[config.mk]
export PLATFORM = sky130hd
export DESIGN_NAME = maze_wall_follower_core
export DESIGN_NICKNAME = d
export VERILOG_FILES = /design/src/mwf_pkg.sv /design/src/mwf_cell_ram.sv /design/src/mwf_walker.sv /design/src/maze_wall_follower_core.sv
export SDC_FILE = /design/constraint.sdc
export NUM_CORES = 1
export LEC_CHECK = 0
export BUFFER_PORTS_ARGS = -buffer_cell sky130_fd_sc_hd__buf_2
export CAP_MARGIN = 20
export CORE_MARGIN = 8
export CORE_UTILIZATION = 30
export CTS_BUF_LIST = sky130_fd_sc_hd__clkbuf_4
export DETAILED_ROUTE_END_ITERATION = 16
export GPL_ROUTABILITY_DRIVEN = 0
export SETUP_SLACK_MARGIN = 0.4
export SLEW_MARGIN = 5
export SYNTH_ARGS = -nofsm -noshare
export SYNTH_HDL_FRONTEND = slang
export SYNTH_SLANG_ARGS = --single-unit
[constraint.sdc]
create_clock -name i_clk -period 63 [get_ports i_clk]
set_input_delay 15.75 -clock i_clk [delete_from_list [all_inputs] [get_ports i_clk]]
set_output_delay 15.75 -clock i_clk [all_outputs]
set_load 0.005 [all_outputs]
[src/mwf_pkg.sv]
// ----------------------------------------------------------------------------
// mwf_pkg: shared types and codes for the maze wall follower
// Cell codes, operation codes, headings, register indexes, the walker
// state type and the command bundle that goes to the cell memory.
// ----------------------------------------------------------------------------
package mwf_pkg;

    // cell contents
    localparam logic [1:0] CELL_OPEN = 2'd0;
    localparam logic [1:0] CELL_WALL = 2'd1;
    localparam logic [1:0] CELL_MARK = 2'd2;

    // item operations
    localparam logic [1:0] OP_LOAD    = 2'd0;
    localparam logic [1:0] OP_STEP    = 2'd1;
    localparam logic [1:0] OP_RESTART = 2'd2;

    // headings
    localparam logic [1:0] HEAD_DOWN  = 2'd0;
    localparam logic [1:0] HEAD_LEFT  = 2'd1;
    localparam logic [1:0] HEAD_UP    = 2'd2;
    localparam logic [1:0] HEAD_RIGHT = 2'd3;

    // configuration register indexes
    localparam logic [1:0] CFG_START_ROW  = 2'd0;
    localparam logic [1:0] CFG_START_COL  = 2'd1;
    localparam logic [1:0] CFG_FINISH_ROW = 2'd2;
    localparam logic [1:0] CFG_FINISH_COL = 2'd3;

    // configuration reset values
    localparam logic [3:0] RST_START_ROW  = 4'd0;
    localparam logic [3:0] RST_START_COL  = 4'd5;
    localparam logic [3:0] RST_FINISH_ROW = 4'd11;
    localparam logic [3:0] RST_FINISH_COL = 4'd5;

    // candidate headings are tried in this order
    localparam logic [1:0] TRY_TURN_PLUS  = 2'd0;
    localparam logic [1:0] TRY_STRAIGHT   = 2'd1;
    localparam logic [1:0] TRY_TURN_MINUS = 2'd2;

    typedef enum logic [2:0] {
        ST_IDLE,
        ST_AHEAD_CHK,
        ST_MARK,
        ST_TURN_CHK,
        ST_DONE
    } t_walk_state;

    typedef struct packed {
        logic       rd_en;
        logic       wr_en;
        logic [1:0] wr_data;
    } t_ram_cmd;

endpackage

[src/mwf_cell_ram.sv]
// ----------------------------------------------------------------------------
// mwf_cell_ram: maze cell memory
// One write port and one read port with registered read data. After reset a
// sweep writes every entry open, one per cycle, while o_clr_busy is high.
// ----------------------------------------------------------------------------
module mwf_cell_ram #(
    parameter int AW = 8
) (
    input  logic              i_clk,
    input  logic              i_rst_n,
    input  mwf_pkg::t_ram_cmd i_cmd,
    input  logic [AW-1:0]     i_rd_addr,
    input  logic [AW-1:0]     i_wr_addr,
    output logic [1:0]        o_rd_data,
    output logic              o_clr_busy
);

    localparam int DEPTH = 1 << AW;

    logic [1:0]    mem [DEPTH];
    logic [1:0]    r_rd_data;
    logic          r_clr_busy;
    logic [AW-1:0] r_clr_addr;

    always_ff @(posedge i_clk) begin
        if (!i_rst_n) begin
            r_clr_busy <= 1'b1;
            r_clr_addr <= '0;
        end else if (r_clr_busy) begin
            r_clr_addr <= r_clr_addr + 1'b1;
            if (r_clr_addr == {AW{1'b1}}) begin
                r_clr_busy <= 1'b0;
            end
        end
    end

    always_ff @(posedge i_clk) begin
        if (r_clr_busy) begin
            mem[r_clr_addr] <= mwf_pkg::CELL_OPEN;
        end else if (i_cmd.wr_en) begin
            mem[i_wr_addr] <= i_cmd.wr_data;
        end
    end

    always_ff @(posedge i_clk) begin
        if (i_cmd.rd_en) begin
            r_rd_data <= mem[i_rd_addr];
        end
    end

    assign o_rd_data  = r_rd_data;
    assign o_clr_busy = r_clr_busy;

`ifndef NO_ASSERTIONS
    a_no_access_in_clear: assert property (@(posedge i_clk) disable iff (!i_rst_n)
        r_clr_busy |-> !i_cmd.wr_en && !i_cmd.rd_en)
        else $error("cell memory accessed during clearing sweep");

    a_clear_advances: assert property (@(posedge i_clk) disable iff (!i_rst_n)
        r_clr_busy && r_clr_addr != {AW{1'b1}} |=> r_clr_busy &&
            r_clr_addr == $past(r_clr_addr) + 1'b1)
        else $error("clearing sweep skipped an entry");
`endif

endmodule

[src/mwf_walker.sv]
// ----------------------------------------------------------------------------
// mwf_walker: item sequencer and walker state
// Takes one item at a time, drives the cell memory through read, check and
// write-back steps, and holds the walker position and heading.
// ----------------------------------------------------------------------------
module mwf_walker #(
    parameter int MAZE_ROWS = 16,
    parameter int MAZE_COLS = 16
) (
    input  logic                i_clk,
    input  logic                i_rst_n,
    input  logic                i_in_valid,
    output logic                o_in_stall,
    input  logic [1:0]          i_operation,
    input  logic [3:0]          i_cell_row,
    input  logic [3:0]          i_cell_col,
    input  logic [1:0]          i_cell_kind,
    input  logic [3:0]          i_start_row,
    input  logic [3:0]          i_start_col,
    input  logic [3:0]          i_finish_row,
    input  logic [3:0]          i_finish_col,
    input  logic                i_clr_busy,
    input  logic [1:0]          i_rd_data,
    output mwf_pkg::t_ram_cmd   o_cmd,
    output logic [$clog2(MAZE_ROWS)+$clog2(MAZE_COLS)-1:0] o_rd_addr,
    output logic [$clog2(MAZE_ROWS)+$clog2(MAZE_COLS)-1:0] o_wr_addr,
    input  logic                i_out_free,
    output logic                o_done,
    output logic [3:0]          o_row,
    output logic [3:0]          o_col,
    output logic [1:0]          o_head,
    output logic                o_at_goal
);

    localparam int RAW  = $clog2(MAZE_ROWS);
    localparam int CAW  = $clog2(MAZE_COLS);
    localparam int AW   = RAW + CAW;
    localparam int MAXW = (RAW > CAW) ? RAW : CAW;
    localparam int PW   = (MAXW > 4) ? MAXW : 4;
    localparam logic [PW:0] ROWS_W = (PW+1)'(MAZE_ROWS);
    localparam logic [PW:0] COLS_W = (PW+1)'(MAZE_COLS);

    mwf_pkg::t_walk_state r_state, n_state;
    logic [PW-1:0] r_row, n_row;
    logic [PW-1:0] r_col, n_col;
    logic [1:0]    r_head, n_head;
    logic [1:0]    r_try, n_try;
    logic [PW-1:0] r_nr, n_nr;
    logic [PW-1:0] r_nc, n_nc;
    logic          r_rd_off, n_rd_off;

    logic          accept;
    logic          at_goal;
    logic          cur_on_grid;
    logic          load_on_grid;
    logic          kind_ok;
    logic [PW-1:0] load_row;
    logic [PW-1:0] load_col;
    logic [2*PW:0] ahead_nb;
    logic [2*PW:0] try_nb;
    logic [PW-1:0] base_row;
    logic [PW-1:0] base_col;
    logic [1:0]    issue_try;
    logic          cell_open;

    // neighbor in heading h: {on grid, row, col}
    function automatic logic [2*PW:0] nb_calc(input logic [PW-1:0] row,
                                              input logic [PW-1:0] col,
                                              input logic [1:0]    h);
        logic [PW:0] r;
        logic [PW:0] c;
        logic        under;
        begin
            r     = {1'b0, row};
            c     = {1'b0, col};
            under = 1'b0;
            case (h)
                mwf_pkg::HEAD_DOWN: r = r + 1'b1;
                mwf_pkg::HEAD_LEFT: begin
                    under = (col == '0);
                    c     = c - 1'b1;
                end
                mwf_pkg::HEAD_UP: begin
                    under = (row == '0);
                    r     = r - 1'b1;
                end
                mwf_pkg::HEAD_RIGHT: c = c + 1'b1;
                default: under = 1'b1;
            endcase
            return {(!under && (r < ROWS_W) && (c < COLS_W)), r[PW-1:0], c[PW-1:0]};
        end
    endfunction

    function automatic logic [1:0] try_heading(input logic [1:0] h, input logic [1:0] k);
        begin
            case (k)
                mwf_pkg::TRY_TURN_PLUS: return h + 2'd1;
                mwf_pkg::TRY_STRAIGHT:  return h;
                default:                return h + 2'd3;
            endcase
        end
    endfunction

    function automatic logic [AW-1:0] addr_of(input logic [PW-1:0] row,
                                              input logic [PW-1:0] col);
        begin
            return {row[RAW-1:0], col[CAW-1:0]};
        end
    endfunction

    assign o_in_stall   = (r_state != mwf_pkg::ST_IDLE) || i_clr_busy;
    assign accept       = i_in_valid && !o_in_stall;
    assign at_goal      = (r_row == PW'(i_finish_row)) && (r_col == PW'(i_finish_col));
    assign cur_on_grid  = ({1'b0, r_row} < ROWS_W) && ({1'b0, r_col} < COLS_W);
    assign load_row     = PW'(i_cell_row);
    assign load_col     = PW'(i_cell_col);
    assign load_on_grid = ({1'b0, load_row} < ROWS_W) && ({1'b0, load_col} < COLS_W);
    assign kind_ok      = (i_cell_kind == mwf_pkg::CELL_OPEN) ||
                          (i_cell_kind == mwf_pkg::CELL_WALL) ||
                          (i_cell_kind == mwf_pkg::CELL_MARK);

    // tries start from the new cell while the mark is being written
    assign base_row  = (r_state == mwf_pkg::ST_MARK) ? r_nr : r_row;
    assign base_col  = (r_state == mwf_pkg::ST_MARK) ? r_nc : r_col;
    assign issue_try = (r_state == mwf_pkg::ST_TURN_CHK) ? r_try + 2'd1
                                                         : mwf_pkg::TRY_TURN_PLUS;
    assign ahead_nb  = nb_calc(r_row, r_col, r_head);
    assign try_nb    = nb_calc(base_row, base_col, try_heading(r_head, issue_try));
    assign cell_open = !r_rd_off && (i_rd_data != mwf_pkg::CELL_WALL);

    always_ff @(posedge i_clk) begin
        if (!i_rst_n) begin
            r_state  <= mwf_pkg::ST_IDLE;
            r_row    <= '0;
            r_col    <= PW'(5);
            r_head   <= mwf_pkg::HEAD_DOWN;
            r_try    <= mwf_pkg::TRY_TURN_PLUS;
            r_rd_off <= 1'b0;
        end else begin
            r_state  <= n_state;
            r_row    <= n_row;
            r_col    <= n_col;
            r_head   <= n_head;
            r_try    <= n_try;
            r_rd_off <= n_rd_off;
        end
    end

    always_ff @(posedge i_clk) begin
        r_nr <= n_nr;
        r_nc <= n_nc;
    end

    always_comb begin
        n_state   = r_state;
        n_row     = r_row;
        n_col     = r_col;
        n_head    = r_head;
        n_try     = r_try;
        n_nr      = r_nr;
        n_nc      = r_nc;
        n_rd_off  = r_rd_off;
        o_cmd     = '0;
        o_rd_addr = addr_of(try_nb[2*PW-1:PW], try_nb[PW-1:0]);
        o_wr_addr = addr_of(r_nr, r_nc);
        case (r_state)
            mwf_pkg::ST_IDLE: begin
                if (accept) begin
                    n_state = mwf_pkg::ST_DONE;
                    case (i_operation)
                        mwf_pkg::OP_LOAD: begin
                            o_cmd.wr_en   = load_on_grid && kind_ok;
                            o_cmd.wr_data = i_cell_kind;
                            o_wr_addr     = addr_of(load_row, load_col);
                        end
                        mwf_pkg::OP_STEP: begin
                            if (!at_goal) begin
                                if (ahead_nb[2*PW]) begin
                                    o_cmd.rd_en = 1'b1;
                                    o_rd_addr   = addr_of(ahead_nb[2*PW-1:PW],
                                                          ahead_nb[PW-1:0]);
                                    n_nr        = ahead_nb[2*PW-1:PW];
                                    n_nc        = ahead_nb[PW-1:0];
                                    n_state     = mwf_pkg::ST_AHEAD_CHK;
                                end else begin
                                    // no move: go straight to the heading choice
                                    o_cmd.rd_en = try_nb[2*PW];
                                    n_rd_off    = !try_nb[2*PW];
                                    n_try       = mwf_pkg::TRY_TURN_PLUS;
                                    n_state     = mwf_pkg::ST_TURN_CHK;
                                end
                            end
                        end
                        mwf_pkg::OP_RESTART: begin
                            n_row  = PW'(i_start_row);
                            n_col  = PW'(i_start_col);
                            n_head = mwf_pkg::HEAD_DOWN;
                        end
                        default: ;
                    endcase
                end
            end
            mwf_pkg::ST_AHEAD_CHK: begin
                // erase the backtrack before stepping onto a marked cell
                o_cmd.wr_en   = (i_rd_data == mwf_pkg::CELL_MARK) && cur_on_grid;
                o_cmd.wr_data = mwf_pkg::CELL_OPEN;
                o_wr_addr     = addr_of(r_row, r_col);
                n_state       = mwf_pkg::ST_MARK;
            end
            mwf_pkg::ST_MARK: begin
                o_cmd.wr_en   = 1'b1;
                o_cmd.wr_data = mwf_pkg::CELL_MARK;
                n_row         = r_nr;
                n_col         = r_nc;
                o_cmd.rd_en   = try_nb[2*PW];
                n_rd_off      = !try_nb[2*PW];
                n_try         = mwf_pkg::TRY_TURN_PLUS;
                n_state       = mwf_pkg::ST_TURN_CHK;
            end
            mwf_pkg::ST_TURN_CHK: begin
                if (cell_open) begin
                    n_head  = try_heading(r_head, r_try);
                    n_state = mwf_pkg::ST_DONE;
                end else if (r_try == mwf_pkg::TRY_TURN_MINUS) begin
                    n_head  = r_head + 2'd2;
                    n_state = mwf_pkg::ST_DONE;
                end else begin
                    o_cmd.rd_en = try_nb[2*PW];
                    n_rd_off    = !try_nb[2*PW];
                    n_try       = issue_try;
                end
            end
            mwf_pkg::ST_DONE: begin
                if (i_out_free) begin
                    n_state = mwf_pkg::ST_IDLE;
                end
            end
            default: n_state = mwf_pkg::ST_IDLE;
        endcase
    end

    assign o_done    = (r_state == mwf_pkg::ST_DONE);
    assign o_row     = r_row[3:0];
    assign o_col     = r_col[3:0];
    assign o_head    = r_head;
    assign o_at_goal = at_goal;

`ifndef NO_ASSERTIONS
    a_try_in_range: assert property (@(posedge i_clk) disable iff (!i_rst_n)
        r_state == mwf_pkg::ST_TURN_CHK |-> r_try != 2'd3)
        else $error("heading try index out of range");

    a_mark_on_grid: assert property (@(posedge i_clk) disable iff (!i_rst_n)
        r_state == mwf_pkg::ST_MARK |-> ({1'b0, r_nr} < ROWS_W) && ({1'b0, r_nc} < COLS_W))
        else $error("mark written off the grid");

    a_done_holds: assert property (@(posedge i_clk) disable iff (!i_rst_n)
        r_state == mwf_pkg::ST_DONE && !i_out_free |=> r_state == mwf_pkg::ST_DONE)
        else $error("result dropped while output slot was full");

    a_head_changes: assert property (@(posedge i_clk) disable iff (!i_rst_n)
        $past(i_rst_n) && !$stable(r_head) |->
            $past(r_state) == mwf_pkg::ST_TURN_CHK || $past(r_state) == mwf_pkg::ST_IDLE)
        else $error("heading changed outside turn choice or restart");
`endif

endmodule

[src/maze_wall_follower_core.sv]
// ----------------------------------------------------------------------------
// maze_wall_follower_core: maze grid store with a wall-following walker
// Configuration registers, result register and the walker with its memory.
// ----------------------------------------------------------------------------
// One item is taken at a time. Load, restart, an unused operation and a step
// on the finish cell go from accept straight to the result state; a step that
// moves passes the ahead check, mark and turn-choice states, and a step
// blocked by the grid edge goes straight to the turn choice. The cell memory
// has a single read port with registered read data: the cell ahead is read
// and checked, the old cell is unmarked if the cell ahead was marked and the
// new one marked on the write port, then the candidate headings are read one
// per cycle. After reset the memory is swept open with input stall high;
// configuration writes are taken during the sweep. A finished result sits in
// an output register, so the next item is accepted while it waits.
module maze_wall_follower_core #(
    parameter int MAZE_ROWS = 16,
    parameter int MAZE_COLS = 16
) (
    input  logic       i_clk,
    input  logic       i_rst_n,
    input  logic       i_cfg_wr_en,
    input  logic [1:0] i_cfg_index,
    input  logic [3:0] i_cfg_data,
    input  logic       i_in_valid,
    output logic       o_in_stall,
    input  logic [1:0] i_operation,
    input  logic [3:0] i_cell_row,
    input  logic [3:0] i_cell_col,
    input  logic [1:0] i_cell_kind,
    output logic       o_out_valid,
    input  logic       i_out_stall,
    output logic [3:0] o_walker_row,
    output logic [3:0] o_walker_col,
    output logic [1:0] o_heading,
    output logic       o_at_finish
);

    localparam int AW = $clog2(MAZE_ROWS) + $clog2(MAZE_COLS);

    logic [3:0] r_start_row;
    logic [3:0] r_start_col;
    logic [3:0] r_finish_row;
    logic [3:0] r_finish_col;

    logic       r_out_valid;
    logic [3:0] r_out_row;
    logic [3:0] r_out_col;
    logic [1:0] r_out_head;
    logic       r_out_finish;

    mwf_pkg::t_ram_cmd ram_cmd;
    logic [AW-1:0]     ram_rd_addr;
    logic [AW-1:0]     ram_wr_addr;
    logic [1:0]        ram_rd_data;
    logic              clr_busy;
    logic              out_free;
    logic              w_done;
    logic [3:0]        w_row;
    logic [3:0]        w_col;
    logic [1:0]        w_head;
    logic              w_at_goal;

    always_ff @(posedge i_clk) begin
        if (!i_rst_n) begin
            r_start_row  <= mwf_pkg::RST_START_ROW;
            r_start_col  <= mwf_pkg::RST_START_COL;
            r_finish_row <= mwf_pkg::RST_FINISH_ROW;
            r_finish_col <= mwf_pkg::RST_FINISH_COL;
        end else if (i_cfg_wr_en) begin
            case (i_cfg_index)
                mwf_pkg::CFG_START_ROW:  r_start_row  <= i_cfg_data;
                mwf_pkg::CFG_START_COL:  r_start_col  <= i_cfg_data;
                mwf_pkg::CFG_FINISH_ROW: r_finish_row <= i_cfg_data;
                mwf_pkg::CFG_FINISH_COL: r_finish_col <= i_cfg_data;
                default: ;
            endcase
        end
    end

    assign out_free = !r_out_valid || !i_out_stall;

    always_ff @(posedge i_clk) begin
        if (!i_rst_n) begin
            r_out_valid <= 1'b0;
        end else if (w_done && out_free) begin
            r_out_valid <= 1'b1;
        end else if (!i_out_stall) begin
            r_out_valid <= 1'b0;
        end
    end

    // load the result beat only when the slot is free
    always_ff @(posedge i_clk) begin
        if (w_done && out_free) begin
            r_out_row    <= w_row;
            r_out_col    <= w_col;
            r_out_head   <= w_head;
            r_out_finish <= w_at_goal;
        end
    end

    mwf_walker #(
        .MAZE_ROWS (MAZE_ROWS),
        .MAZE_COLS (MAZE_COLS)
    ) u_walker (
        .i_clk        (i_clk),
        .i_rst_n      (i_rst_n),
        .i_in_valid   (i_in_valid),
        .o_in_stall   (o_in_stall),
        .i_operation  (i_operation),
        .i_cell_row   (i_cell_row),
        .i_cell_col   (i_cell_col),
        .i_cell_kind  (i_cell_kind),
        .i_start_row  (r_start_row),
        .i_start_col  (r_start_col),
        .i_finish_row (r_finish_row),
        .i_finish_col (r_finish_col),
        .i_clr_busy   (clr_busy),
        .i_rd_data    (ram_rd_data),
        .o_cmd        (ram_cmd),
        .o_rd_addr    (ram_rd_addr),
        .o_wr_addr    (ram_wr_addr),
        .i_out_free   (out_free),
        .o_done       (w_done),
        .o_row        (w_row),
        .o_col        (w_col),
        .o_head       (w_head),
        .o_at_goal    (w_at_goal)
    );

    mwf_cell_ram #(
        .AW (AW)
    ) u_cell_ram (
        .i_clk      (i_clk),
        .i_rst_n    (i_rst_n),
        .i_cmd      (ram_cmd),
        .i_rd_addr  (ram_rd_addr),
        .i_wr_addr  (ram_wr_addr),
        .o_rd_data  (ram_rd_data),
        .o_clr_busy (clr_busy)
    );

    assign o_out_valid  = r_out_valid;
    assign o_walker_row = r_out_row;
    assign o_walker_col = r_out_col;
    assign o_heading    = r_out_head;
    assign o_at_finish  = r_out_finish;

endmodule
==> impl_metrics.json <==
{
  "p_int_uw": 575,
  "first_iter_violations": 1659,
  "overflow": 0,
  "path_clk_slew_ns": 0.06,
  "fin_crit_ns": 19.57,
  "cts_tree": "done",
  "outcome": "finished, final reports clean",
  "cts_root_buf": "clkbuf_4",
  "period_share_pct": 31.1,
  "fin_skew_ns": 0.0616,
  "rsz0062_at_grt": "false",
  "p_per_area_nw_per_um2": 25.7,
  "yosys-top-cells-area": "edfxtp_1 63%, nand2_1 5.9%, mux2i_1 5.5%",
  "worst_pin_slew_ns": 1.23,
  "remaining_drc_errors": 0,
  "cts_inserted_buffers": 149,
  "grt_max_degree": 257,
  "routed_via_density": 5.01,
  "fp.dieArea_um2": 94200,
  "core-area_um2": 83700,
  "syn_area_per_cell_um2": 11.9,
  "cp-end-kind": "register",
  "seq_power_share_pct": 56.3,
  "ys_seq_elements": 575,
  "syn-cell-area_um2": 25400,
  "critPathLaunchType": "input port",
  "grt_pass1_wl_mm": 101,
  "num_rows": 106,
  "hold_buffers": 0,
  "fin_nets": 2261,
  "die_w_um": 307,
  "first_global_vias": 17500,
  "crit_type": "input port to register",
  "postRouteAntennaNets": 0,
  "h-tree-depth": 4,
  "gr-usage-all-layers_pct": 13.8,
  "cp_max_fo": 183,
  "final_max_slew_viol_count": 0,
  "vias": 17300,
  "p_comb_share_pct": 1.2,
  "cts.sinks": 575,
  "p_leak_nw": 9.92,
  "cpPeakStageDelay_ns": 0.90,
  "layout_common_cells": "533 x edfxtp_1, 400 x nand2_1, 292 x nor2_1",
  "fin_cells": 3445,
  "drt-total-wl_mm": 66.5,
  "total_power_uw": 732,
  "top_register": "u_cell_ram.mem",
  "async_flop_share_pct": 0,
  "die_h_um": 307,
  "firstDrtPassIters": 6,
  "cp.required_ns": 63.80,
  "final_common_cell": "edfxtp_1",
  "clock_power_share_pct": 42.5,
  "initial_core_util_pct": 30.3,
  "wl_per_cell_um": 19.3,
  "area_growth_syn_to_layout_pct": 12.1,
  "synth_enable_flop_cells": 533,
  "slowest_stage": "buf_4",
  "finalHoldViolations": 0,
  "place_hpwl_mm": 38.7,
  "yosysSeqAreaShare_pct": 66.4,
  "worstPathArrival_ns": 20.36,
  "antenna_found_initial": 2,
  "top_regs": "u_cell_ram.mem: 512 flops, u_cell_ram.r_clr_addr: 8 flops",
  "irDropWorstVdd_uv": 14.4,
  "synthFlopType": "edfxtp_1",
  "synthCells": 2132,
  "largest_reg_flops": 512,
  "yosysWarnings": 0,
  "worstSkewPairLatency_ns": 1.01,
  "yosysUniqueCellTypes": 56,
  "clock.fmax_mhz": 51.1,
  "pin_count": 36,
  "hp-class": "register to register",
  "place_inst": 3193,
  "path_cells": "buf_2, nor2b_1, o2111ai_1, or3_1, buf_4, mux2i_4, buf_12, buf_4, mux2i_1, o22ai_1, nor4_1, nor4_1, nand4b_1, a221oi_1",
  "synth_area_leader_cell": "edfxtp_1",
  "cts_buffer_depth": 3,
  "max_cap_violations": 0,
  "setup_viol": 0,
  "drive_gt1_share_pct": 13.5,
  "p_switching_uw": 157,
  "netlist.area_leader.share_pct": 63.1,
  "cts_resized": 0,
  "nFillCells": 8290,
  "post_cts_buffers": 0,
  "port_buffers": 35,
  "switching_share_pct": 21.5,
  "syn_nets": 2181,
  "setup_tns_ns": 0,
  "maxSlewHeadroom_pct": 17.6
}
==> synthesized netlist by cell type, types with 15 or more instances <==
master	count
xnor2_1	23
nor2_1	292
o21ai_0	22
a22oi_1	17
edfxtp_1	533
o22ai_1	36
clkbuf_1	78
buf_2	21
nor4_1	43
nor3_1	15
a32oi_1	26
nand3_1	80
nor2b_1	25
a31oi_1	33
mux2i_1	140
inv_1	22
dfxtp_1	42
ha_1	23
nand2_1	400
a21oi_1	121
==> metrics by stage <==
step           cell area (um2)  utilization [%]  hold WS [ns]  worst slack [ns]
2_1_floorplan            25400                -         0.403             28.69
3_3_place_gp             26600             31.8         0.474             42.62
3_5_place_dp             26600             31.8         0.482             42.55
4_1_cts                  28400             33.9         0.498             43.60
5_1_grt                  28500             34.0         0.523             43.15
6_report                 28500             34.0         0.491             43.43
==> layout make-up <==
class,count,area [um2],share of cell area (%)
clock inverters,33,210,0.739
inverters,24,90.1,0.317
flip-flops and latches,575,16800,59.2
repair buffers,59,415,1.46
multi-input cells,1403,7890,27.7
diodes,7,17.5,0.0615
clock buffers,210,1580,5.54
well taps,1134,1420,4.99
==> cell families after synthesis <==
kind of cell / synth area share, %
buffers and inverters: 2.88
AOI/OAI and AO/OA: 7.23
and+or+nand+nor: 15.0
muxes: 6.13
adders and majority gates: 1.37
DFF: 66.4
xor gates and xnor gates: 1.00
==> path summary, 6_finish.rpt <==
| kind | end | from | slack, ns | cells after the start |
|---|---|---|---|---|
| worst min-delay path | r_start_col[0] | r_start_col[0] | 0.49 | 2 |
| worst min register to register | r_start_col[0] | r_start_col[0] | 0.49 | 2 |
| worst max register to register | u_cell_ram.o_rd_data[1] | u_walker.r_state[0] | 56.27 | 15 |
| worst max-delay path | u_cell_ram.o_rd_data[0] | i_operation[1] | 43.43 | 14 |
==> worst max-delay path, delay by kind of cell <==
kind	cells	cell delay, ns
compound gates	3	0.67
buf+inv	4	1.96
mux	2	0.43
simple gates	5	1.32
==> per-layer routing <==
layer / vias up / track usage (%) / routed length, um / part of all wire (%)
li1: 7999 / - / - / -
met1: 8471 / 17.9 / 28500 / 43
met2: 669 / 21.9 / 31000 / 47
met3: 114 / 3.57 / 5200 / 7.8
met4: 0 / 5.90 / 1840 / 2.8
met5: - / 0 / 0 / 0
==> power groups by stage <==
stage	logic [mW]	clock network [mW]	registers, mW
floorplan	0.00458	0	0.420
global placement	0.00807	0	0.420
detailed placement	0.00825	0	0.420
CTS	0.00835	0.319	0.412
global route	0.00906	0.339	0.412
finish	0.00855	0.311	0.412
Note: power is estimated with default switching activity, not from simulation.
